[src/rtl/lfcrb_pkg.sv]
`timescale 1ns / 1ps
// lfcrb_pkg: shared types and constants for the line-framed character ring buffer.
// No dependencies.
package lfcrb_pkg;

    localparam int unsigned LC_W = 7;
    localparam logic [7:0] NEWLINE_BYTE = 8'h0A;
    localparam logic [LC_W-1:0] LINE_COUNT_MAX = 7'd127;

    typedef enum logic [0:0] {
        OP_PUSH = 1'b0,
        OP_POP  = 1'b1
    } op_t;

    typedef struct packed {
        op_t        op;
        logic [7:0] data;
    } item_t;

endpackage

[src/rtl/lfcrb_front.sv]
`timescale 1ns / 1ps
// lfcrb_front: input transaction decode and a two-entry command queue.
// Depends on lfcrb_pkg.
module lfcrb_front
    import lfcrb_pkg::*;
(
    input  logic       clk,
    input  logic       rst_n,
    input  logic       in_valid,
    output logic       in_stall,
    input  logic       command,
    input  logic [7:0] char_in,
    output logic       q_valid,
    output item_t      q_item,
    input  logic       q_take
);

    logic [1:0] count_reg, count_next;
    logic       wr_ptr_reg, rd_ptr_reg;
    item_t      slot_reg [2];
    item_t      new_item;
    logic       accept;
    logic       take;

    assign in_stall = (count_reg == 2'd2);
    assign accept   = in_valid && !in_stall;
    assign q_valid  = (count_reg != 2'd0);
    assign take     = q_valid && q_take;
    assign q_item   = slot_reg[rd_ptr_reg];

    always_comb
    begin
        new_item.op   = command ? OP_POP : OP_PUSH;
        new_item.data = char_in;
    end

    always_comb
    begin
        case ({accept, take})
            2'b10:   count_next = count_reg + 2'd1;
            2'b01:   count_next = count_reg - 2'd1;
            default: count_next = count_reg;
        endcase
    end

    always_ff @(posedge clk or negedge rst_n)
    begin
        if (!rst_n)
        begin
            count_reg  <= 2'd0;
            wr_ptr_reg <= 1'b0;
            rd_ptr_reg <= 1'b0;
        end
        else
        begin
            count_reg <= count_next;
            if (accept)
                wr_ptr_reg <= !wr_ptr_reg;
            if (take)
                rd_ptr_reg <= !rd_ptr_reg;
        end
    end

    always_ff @(posedge clk)
    begin
        if (accept)
            slot_reg[wr_ptr_reg] <= new_item;
    end

endmodule

[src/rtl/lfcrb_back.sv]
`timescale 1ns / 1ps
// lfcrb_back: ring storage, push/pop execution and the output register.
// Depends on lfcrb_pkg.
module lfcrb_back
    import lfcrb_pkg::*;
#(
    parameter int unsigned DEPTH = 64
)
(
    input  logic       clk,
    input  logic       rst_n,
    input  logic       q_valid,
    input  item_t      q_item,
    output logic       q_take,
    output logic       out_valid,
    input  logic       out_stall,
    output logic [7:0] char_out,
    output logic       last
);

    localparam int unsigned PW = $clog2(DEPTH);

    typedef enum logic [1:0] {
        B_IDLE,
        B_PRIME,
        B_STREAM
    } state_t;

    state_t          state_reg, state_next;
    logic [PW-1:0]   write_pos_reg, write_pos_next;
    logic [PW-1:0]   read_pos_reg, read_pos_next;
    logic [PW-1:0]   cnt_reg, cnt_next;
    logic [LC_W-1:0] line_count_reg, line_count_next;
    logic            out_valid_reg, out_valid_next;
    logic [7:0]      char_out_reg, char_out_next;
    logic            last_reg, last_next;
    logic [7:0]      rdata_reg;
    logic [7:0]      ring_mem [DEPTH];
    logic            do_write;
    logic            load_ok;
    logic            is_nl;

    function automatic logic [PW-1:0] next_pos(input logic [PW-1:0] p);
        next_pos = (p == PW'(DEPTH - 1)) ? '0 : p + PW'(1);
    endfunction

    assign q_take    = (state_reg == B_IDLE);
    assign load_ok   = !out_valid_reg || !out_stall;
    assign is_nl     = (rdata_reg == NEWLINE_BYTE);
    assign out_valid = out_valid_reg;
    assign char_out  = char_out_reg;
    assign last      = last_reg;

    always_comb
    begin
        state_next      = state_reg;
        write_pos_next  = write_pos_reg;
        read_pos_next   = read_pos_reg;
        cnt_next        = cnt_reg;
        line_count_next = line_count_reg;
        out_valid_next  = out_valid_reg && out_stall;
        char_out_next   = char_out_reg;
        last_next       = last_reg;
        do_write        = 1'b0;
        case (state_reg)
            B_IDLE:
            begin
                if (q_valid)
                begin
                    if (q_item.op == OP_PUSH)
                    begin
                        if (!(line_count_reg != '0 && write_pos_reg == read_pos_reg))
                        begin
                            do_write       = 1'b1;
                            write_pos_next = next_pos(write_pos_reg);
                            if (q_item.data == NEWLINE_BYTE &&
                                line_count_reg != LINE_COUNT_MAX)
                                line_count_next = line_count_reg + LC_W'(1);
                        end
                    end
                    else if (line_count_reg != '0)
                    begin
                        state_next = B_PRIME;
                        cnt_next   = '0;
                    end
                end
            end
            B_PRIME:
                state_next = B_STREAM;
            B_STREAM:
            begin
                if (load_ok)
                begin
                    out_valid_next = 1'b1;
                    char_out_next  = rdata_reg;
                    last_next      = is_nl;
                    read_pos_next  = next_pos(read_pos_reg);
                    cnt_next       = cnt_reg + PW'(1);
                    if (is_nl || cnt_reg == PW'(DEPTH - 1))
                    begin
                        line_count_next = line_count_reg - LC_W'(1);
                        state_next      = B_IDLE;
                    end
                end
            end
            default:
                state_next = B_IDLE;
        endcase
    end

    always_ff @(posedge clk or negedge rst_n)
    begin
        if (!rst_n)
        begin
            state_reg      <= B_IDLE;
            write_pos_reg  <= '0;
            read_pos_reg   <= '0;
            cnt_reg        <= '0;
            line_count_reg <= '0;
            out_valid_reg  <= 1'b0;
            char_out_reg   <= 8'd0;
            last_reg       <= 1'b0;
        end
        else
        begin
            state_reg      <= state_next;
            write_pos_reg  <= write_pos_next;
            read_pos_reg   <= read_pos_next;
            cnt_reg        <= cnt_next;
            line_count_reg <= line_count_next;
            out_valid_reg  <= out_valid_next;
            char_out_reg   <= char_out_next;
            last_reg       <= last_next;
        end
    end

    always_ff @(posedge clk)
    begin
        if (do_write)
            ring_mem[write_pos_reg] <= q_item.data;
        rdata_reg <= ring_mem[read_pos_next];
    end

endmodule

[src/rtl/line_framed_char_ring_buffer_top.sv]
`timescale 1ns / 1ps
// line_framed_char_ring_buffer_top: top level of the line-framed character ring buffer.
// Depends on lfcrb_pkg, lfcrb_front, lfcrb_back.
//
// Input channel (in_valid/in_stall): command 0 pushes char_in into the ring,
// command 1 pops one newline-terminated line. A two-entry queue takes
// transactions while the execution side is busy; in_stall rises when it is full.
// Output channel (out_valid/out_stall): one transaction per popped byte, with
// last set on the newline that ends the line.
// Timing: a push is executed as the execution side takes it, so pushes sustain
// one per cycle while no pop is in progress. A pop takes the command, primes
// the registered ring read, then streams one byte per cycle unless out_stall
// holds it. The first byte passes the command queue, the take, B_PRIME and the
// output register. A pop with no stored line produces nothing.
// Stalls: out_stall holds the output register; the pop stream then pauses and
// the command queue fills until in_stall is raised.
// Reset: read/write indexes and the line count clear; ring contents are left
// as they are and are only read after being written.
module line_framed_char_ring_buffer_top
    import lfcrb_pkg::*;
#(
    parameter int unsigned DEPTH = 64
)
(
    input  logic       clk,
    input  logic       rst_n,
    input  logic       in_valid,
    output logic       in_stall,
    input  logic       command,
    input  logic [7:0] char_in,
    output logic       out_valid,
    input  logic       out_stall,
    output logic [7:0] char_out,
    output logic       last
);

    logic  q_valid;
    logic  q_take;
    item_t q_item;

    lfcrb_front u_front (
        .clk      (clk),
        .rst_n    (rst_n),
        .in_valid (in_valid),
        .in_stall (in_stall),
        .command  (command),
        .char_in  (char_in),
        .q_valid  (q_valid),
        .q_item   (q_item),
        .q_take   (q_take)
    );

    lfcrb_back #(
        .DEPTH (DEPTH)
    ) u_back (
        .clk       (clk),
        .rst_n     (rst_n),
        .q_valid   (q_valid),
        .q_item    (q_item),
        .q_take    (q_take),
        .out_valid (out_valid),
        .out_stall (out_stall),
        .char_out  (char_out),
        .last      (last)
    );

endmodule

[config.mk]
export PLATFORM = sky130hd
export DESIGN_NAME = line_framed_char_ring_buffer_top
export DESIGN_NICKNAME = d
export VERILOG_FILES = /design/src/rtl/lfcrb_pkg.sv /design/src/rtl/lfcrb_front.sv /design/src/rtl/lfcrb_back.sv /design/src/rtl/line_framed_char_ring_buffer_top.sv
export SDC_FILE = /design/constraint.sdc
export NUM_CORES = 1
export LEC_CHECK = 0
export BUFFER_PORTS_ARGS = -buffer_cell sky130_fd_sc_hd__buf_2
export CELL_PAD_IN_SITES_DETAIL_PLACEMENT = 1
export CELL_PAD_IN_SITES_GLOBAL_PLACEMENT = 2
export CORE_ASPECT_RATIO = 1.5
export CORE_MARGIN = 2
export CORE_UTILIZATION = 48
export DETAILED_ROUTE_END_ITERATION = 16
export PLACE_DENSITY = 0.88
export SLEW_MARGIN = 15
export SYNTH_ARGS = -nofsm -noshare
export SYNTH_HDL_FRONTEND = slang
export SYNTH_HIERARCHICAL = 1
export SYNTH_SLANG_ARGS = --single-unit
[constraint.sdc]
create_clock -name clk -period 5 [get_ports clk]
set_input_delay 0.5 -clock clk [delete_from_list [all_inputs] [get_ports clk]]
set_output_delay 0.5 -clock clk [all_outputs]
set_load 0.03 [all_outputs]
==> metrics.yaml, run 1 <==
synthFlopType: "edfxtp_1"
drcViolationCount: 0
worstHoldPathType: "in -> async"
yosysSeqAreaShare_pct: 62.4
startpoint_type: "flop"
finalSetupViolCount: 0
status: "finished, final reports clean"
htree_levels: 2
cap_violations: 0
p_leak_nw: 9.79
critical-path-max-stage-delay_ns: 0.69
grtUsageTotal_pct: 30.1
viasPerCell: 6.79
fp.dieW_um: 199
avgSynthCellArea_sq_um: 12.0
regArea_sq_um: 17100
min_period_ns: 4.03
clkSinkCount: 579
clkTransAtPathRegs_ns: 0.06
num_rows: 107
final-hold-violation-count: 0
crit_top_cell: "buf_4"
cp_max_fo: 62
first_global_vias: 21600
fillers: 5749
synth-edff-count: 530
synth_cells: 2287
area_delta_synth_final_pct: 8.61
holdBufCountCts: 0
synth_nets: 2310
drt_first_pass_iters: 5
required_ns: 5.45
cts_made_buffers: 54
postPlaceCellArea_sq_um: 28100
multi_input_area_sq_um: 9260
routabilityCongestion: 0.867
synth_top_area_cell: "edfxtp_1"
start_util_pct: 48.4
io_pins: 24
max-vdd-ir-drop_mv: 0.631
portBuffers: 23
critPathBufInv: 3
fin_area_sq_um: 29800
crit_path_start: "u_back/state_reg[0]"
post-place-ws_ns: 1.02
post_cts_resize_count: 0
synth_top_area_share_pct: 58.0
reg2reg_to: "u_back/rdata_reg[7]"
grt.overflow.total: 0
fin_skew_ns: 0.0240
ys_async_sr_fraction_pct: 7.08
synth_cell_types: 85
cp_cell_sequence: "nand2b_4 -> inv_4 -> a21boi_2 -> nor2_4 -> buf_4 -> buf_4 -> a31oi_1 -> a221o_1 -> a211oi_1 -> o32ai_1"
max-clock-path-buffers: 3
insertion_delay_ns: 0.61
critPathKind: "reg -> reg"
antenna_found_initial: 0
fin_tns_setup_ns: 0
die_height_um: 297
p_per_area_nw_per_um2: 672
cp.arrival_ns: 4.48
r2r-start: "u_back/state_reg[0]"
die_area_sq_um: 59100
ant_nets: 0
relSlewSlack_pct: 20.7
synth_seq_cells: 579
largest_register_ffs: 512
grt_pass1_wl_um: 134000
drive_above_1_share_pct: 10.1
rsz0062_at_grt: "no"
end_kind: "flop"
cp_slowest_cell: "buf_4"
yosysMostFrequentCell: "edfxtp_1"
vias: 20500
n_antenna_cell: 0
slew_viol_final: 0
post-cts-setup-buffer-count: 0
synth.area.top_cells: "edfxtp_1 (58%), nand2_1 (4.4%), dfrtp_1 (3.7%)"
crit_family: "compound AO/OA/AOI/OAI gates"
synth_common_cells: "edfxtp_1 (530), nand2_1 (319), clkbuf_1 (113)"
hpwlAfterDp_um: 54200
fin_crit_sh_pct: 80.5
synth_warnings: 6
total_power_w: 0.0200
root_buffer: "clkbuf_16"
cts_tree: "yes"
regToRegSetupSlack_ns: 0.97
core_area_sq_um: 56600
drtIter0Drc: 1997
worst_pin_slew_ns: 1.19
syn_area_sq_um: 27400
grt_max_degree: 125
finalNetCount: 2241
drt-total-wl_um: 89200
wl_per_cell_um: 29.5
setup_slack_ns: 0.975
reg2reg_depth: 10
fmax_mhz: 248
[placed cells by master (no fill, tap or decap), types with 39 or more instances in the layout]
cell type,n
and3_1,76
a21oi_1,45
dfrtp_1,39
a32oi_1,83
edfxtp_1,530
clkbuf_16,57
nand2b_1,84
a31oi_1,73
buf_4,68
nand2_1,317
nor2_1,96
nand3_1,112
a211oi_1,89
a2111oi_0,44
o21ai_0,79
[cells by family after synthesis]
kind of cell / count (synthesis) / synth area share [%]
AND/OR/NAND/NOR: 785 / 13.9
flip-flops: 579 / 62.4
buffers and inverters: 236 / 4.06
adder cells (fa/ha/maj): 10 / 0.484
XOR/XNOR: 23 / 0.735
multiplexers: 24 / 0.935
AO/OA/AOI/OAI: 630 / 17.6
[worst max-delay path by stage]
stage | end | depth (start not counted)
after detailed placement | u_back/rdata_reg[7] | 10
final | u_back/rdata_reg[7] | 10
after floorplan | u_back/line_count_reg[6] | 15
after CTS | u_back/rdata_reg[7] | 10
after global routing | u_back/ring_mem[18][7] | 7
after global placement | u_back/rdata_reg[7] | 10
[area by class of cell]
| type | count | area share, % |
|---|---|---|
| well taps | 763 | 3.21 |
| flip-flops and latches | 579 | 57.4 |
| clock buffers | 76 | 5.13 |
| clock inverters | 25 | 0.647 |
| repair buffers | 93 | 2.24 |
| multi-input cells | 1472 | 31.1 |
| inverters | 18 | 0.235 |
[where the power goes]
part / total [W] / switching (W) / leakage [nW] / internal [W]
logic: 0.00940 / 0.00678 / 3.60 / 0.00263
clock network: 0.00408 / 0.00180 / 0.848 / 0.00228
registers: 0.00652 / 0.000373 / 5.35 / 0.00615
[routing by layer]
metal,wire length (um),GRT usage [%],up-vias
li1,-,-,8806
met1,32600,36.1,10600
met2,44800,50.9,914
met3,5830,4.13,266
met4,6070,18.8,0
met5,0,0,-
[metrics by stage]
step | cells | utilization [%] | hold WS, ns
after global routing | 3026 | 52.6 | 0.0777
final | 3026 | 52.6 | 0.0697
after global placement | 2925 | 49.5 | 0.460
after CTS | 3026 | 52.6 | 0.0612
after detailed placement | 2925 | 49.5 | 0.469
after floorplan | 2287 | - | 0.204
Note: power is estimated with default switching activity, not from simulation.
==> inputs of run 2 (changes only) <==
Settings changed: CORE_UTILIZATION 48 to 45, PLACE_DENSITY 0.88 to 0.83.
Clock period 5 ns to 3.8 ns, I/O delays scaled along.
==> run 2 against run 1 <==
Effect of this change: critical endpoint is now u_back/rdata_reg[1]; critical path depth is 1 lower; via count is 0.41% higher; sequential cell count stayed put; clock power is 33% higher; largest power group unchanged; fmax is 10% higher; clock-buffer cell count is 1 higher; register-to-register slack worse by 0.83 ns; core utilization is 2.2 points lower; highest routed layer unchanged.
==> metrics.yaml, run 2 (synthesized netlist as in run 1, its figures left out) <==
status: "finished, final reports clean"
drcViolationCount: 0  # unchanged
total_power_w: 0.0274  # +37%
antenna_found_initial: 1  # +1
vias: 20600  # +0.41%
final-hold-violation-count: 0  # unchanged
area_delta_synth_final_pct: 10.6
core_area_sq_um: 60100  # +6.2%
fin_crit_sh_pct: 96.2  # +16 points
end_kind: "flop"
portBuffers: 23  # unchanged
startpoint_type: "flop"
die_area_sq_um: 63000  # +6.6%
fmax_mhz: 273  # +10%
required_ns: 4.24  # -1.21 ns
drtIter0Drc: 1841  # -7.8%
die_height_um: 306  # +3.2%
cts_made_buffers: 56  # +3.7%
insertion_delay_ns: 0.61  # about the same
grt_max_degree: 172  # +38%
drt-total-wl_um: 92000  # +3.2%
grt.overflow.total: 0  # unchanged
num_rows: 110  # +2.8%
worstHoldPathType: "in -> reg"
hpwlAfterDp_um: 55900  # +3.0%
critical-path-max-stage-delay_ns: 0.71  # +0.02 ns
cp_cell_sequence: "ha_2 -> and3_1 -> a211oi_4 -> o21ai_4 -> inv_2 -> buf_4 -> nand3_2 -> o221ai_1 -> o32ai_1"
hold_depth: 3
ant_nets: 0  # unchanged
layout_common_cells: "edfxtp_1 (530), nand2_1 (318), nand3_1 (112), nor2_1 (97), a211oi_1 (89)"
drive_above_1_share_pct: 11.3  # +1.2 points
p_per_area_nw_per_um2: 904  # +35%
fin_tns_setup_ns: 0  # unchanged
cp.arrival_ns: 4.10  # -0.38 ns
start_util_pct: 45.6  # -2.8 points
drt_first_pass_iters: 5  # unchanged
min_period_ns: 3.66  # -0.369 ns
finalNetCount: 2280  # +1.7%
cp_slowest_cell: "o221ai_1"
first_global_vias: 21700  # +0.25%
clkTransAtPathRegs_ns: 0.07  # about the same
max-vdd-ir-drop_mv: 0.661  # +4.8%
fin_skew_ns: 0.0175  # -0.00653 ns
fillers: 6062  # +5.4%
viasPerCell: 6.69  # -1.5%
final_common_cell: "edfxtp_1"
p_leak_nw: 10.0  # +2.5%
fp.dieW_um: 206  # +3.2%
final_util_pct: 50.4  # -2.2 points
root_buffer: "clkbuf_16"
n_antenna_cell: 0  # unchanged
grt_pass1_wl_um: 139000  # +3.9%
wl_per_cell_um: 29.8  # +1.2%
finalSetupViolCount: 0  # unchanged
worst_pin_slew_ns: 1.15  # -0.0410 ns
slew_viol_final: 0  # unchanged
cap_violations: 0  # unchanged
htree_levels: 2  # unchanged
cp_max_fo: 23  # -63%
io_pins: 24  # unchanged
hold_ws_ns: 0.127  # +0.0571 ns
max-clock-path-buffers: 3  # unchanged
rsz0062_at_grt: "no"
reg2reg_depth: 9  # -1
post_cts_resize_count: 0  # unchanged
cts_tree: "yes"
routabilityCongestion: 0.927  # +7.0%
critPathKind: "reg -> reg"
clkSinkCount: 579  # unchanged
relSlewSlack_pct: 22.9  # +2.3 points
largest_register_ffs: 512  # unchanged
grtUsageTotal_pct: 29.4  # -0.70 points
==> run 2: cell type report <==
class | instances | area (sq um) | area share, %
Clock buffer | 77 | 1560 | 5.15
Sequential cell | 579 | 17100 | 56.4
Clock inverter | 25 | 183 | 0.603
Multi-Input combinational cell | 1472 | 9260 | 30.5
Timing Repair Buffer | 130 | 1160 | 3.81
Tap cell | 784 | 981 | 3.24
Inverter | 18 | 70.1 | 0.231
==> run 2: final timing paths <==
path / end / slack [ns] / start
max in group asynchronous: u_back/read_pos_reg[0] / 2.52 / rst_n
setup / recovery: u_back/rdata_reg[1] / 0.14 / u_back/read_pos_reg[0]
min in group asynchronous: u_front/count_reg[0] / 0.50 / rst_n
hold reg to reg: u_back/char_out[1] / 0.48 / u_back/char_out[1]
hold / removal: u_front/wr_ptr_reg / 0.13 / in_valid
setup reg to reg: u_back/rdata_reg[1] / 0.14 / u_back/read_pos_reg[0]
==> run 2: worst max-delay path, delay by kind of cell, from the launching register on <==
family,cells,cell delay (ns)
AOI/OAI and AO/OA,4,1.40
adders and majority gates,1,0.27
buffers and inverters,2,0.74
DFF,1,0.51
and+or+nand+nor,2,0.55
==> run 2: what timing repair did <==
action	CTS	global route
hold endpoints to repair	59	0
hold buffers	10	0
buffers inserted	0	0
==> run 2: through the flow <==
step | instance area [sq um] | std cells | setup slack [ns]
2_1_floorplan | 27400 | 2287 | 0.971
3_3_place_gp | 28500 | 2973 | 0.249
3_5_place_dp | 28500 | 2973 | 0.259
4_1_cts | 30300 | 3085 | 0.222
5_1_grt | 30300 | 3085 | 0.0423
6_report | 30300 | 3085 | 0.144
==> run 2: report_power, final <==
group | internal [W] | switching (W) | leakage, nW
Clock | 0.00300 | 0.00244 | 0.853
Combinational | 0.00399 | 0.00955 | 3.84
Sequential | 0.00809 | 0.000342 | 5.35
Total | 0.0151 | 0.0123 | 10.0
==> run 2: routing by layer <==
layer | wire length, um | vias up | part of all wire [%] | track usage (%)
met3 | 5770 | 247 | 6.3 | 4.04
met4 | 5920 | 0 | 6.4 | 17.3
met1 | 34400 | 10600 | 37 | 36.0
met2 | 45900 | 858 | 50 | 49.5
li1 | - | 8907 | - | -
met5 | 0 | - | 0 | 0
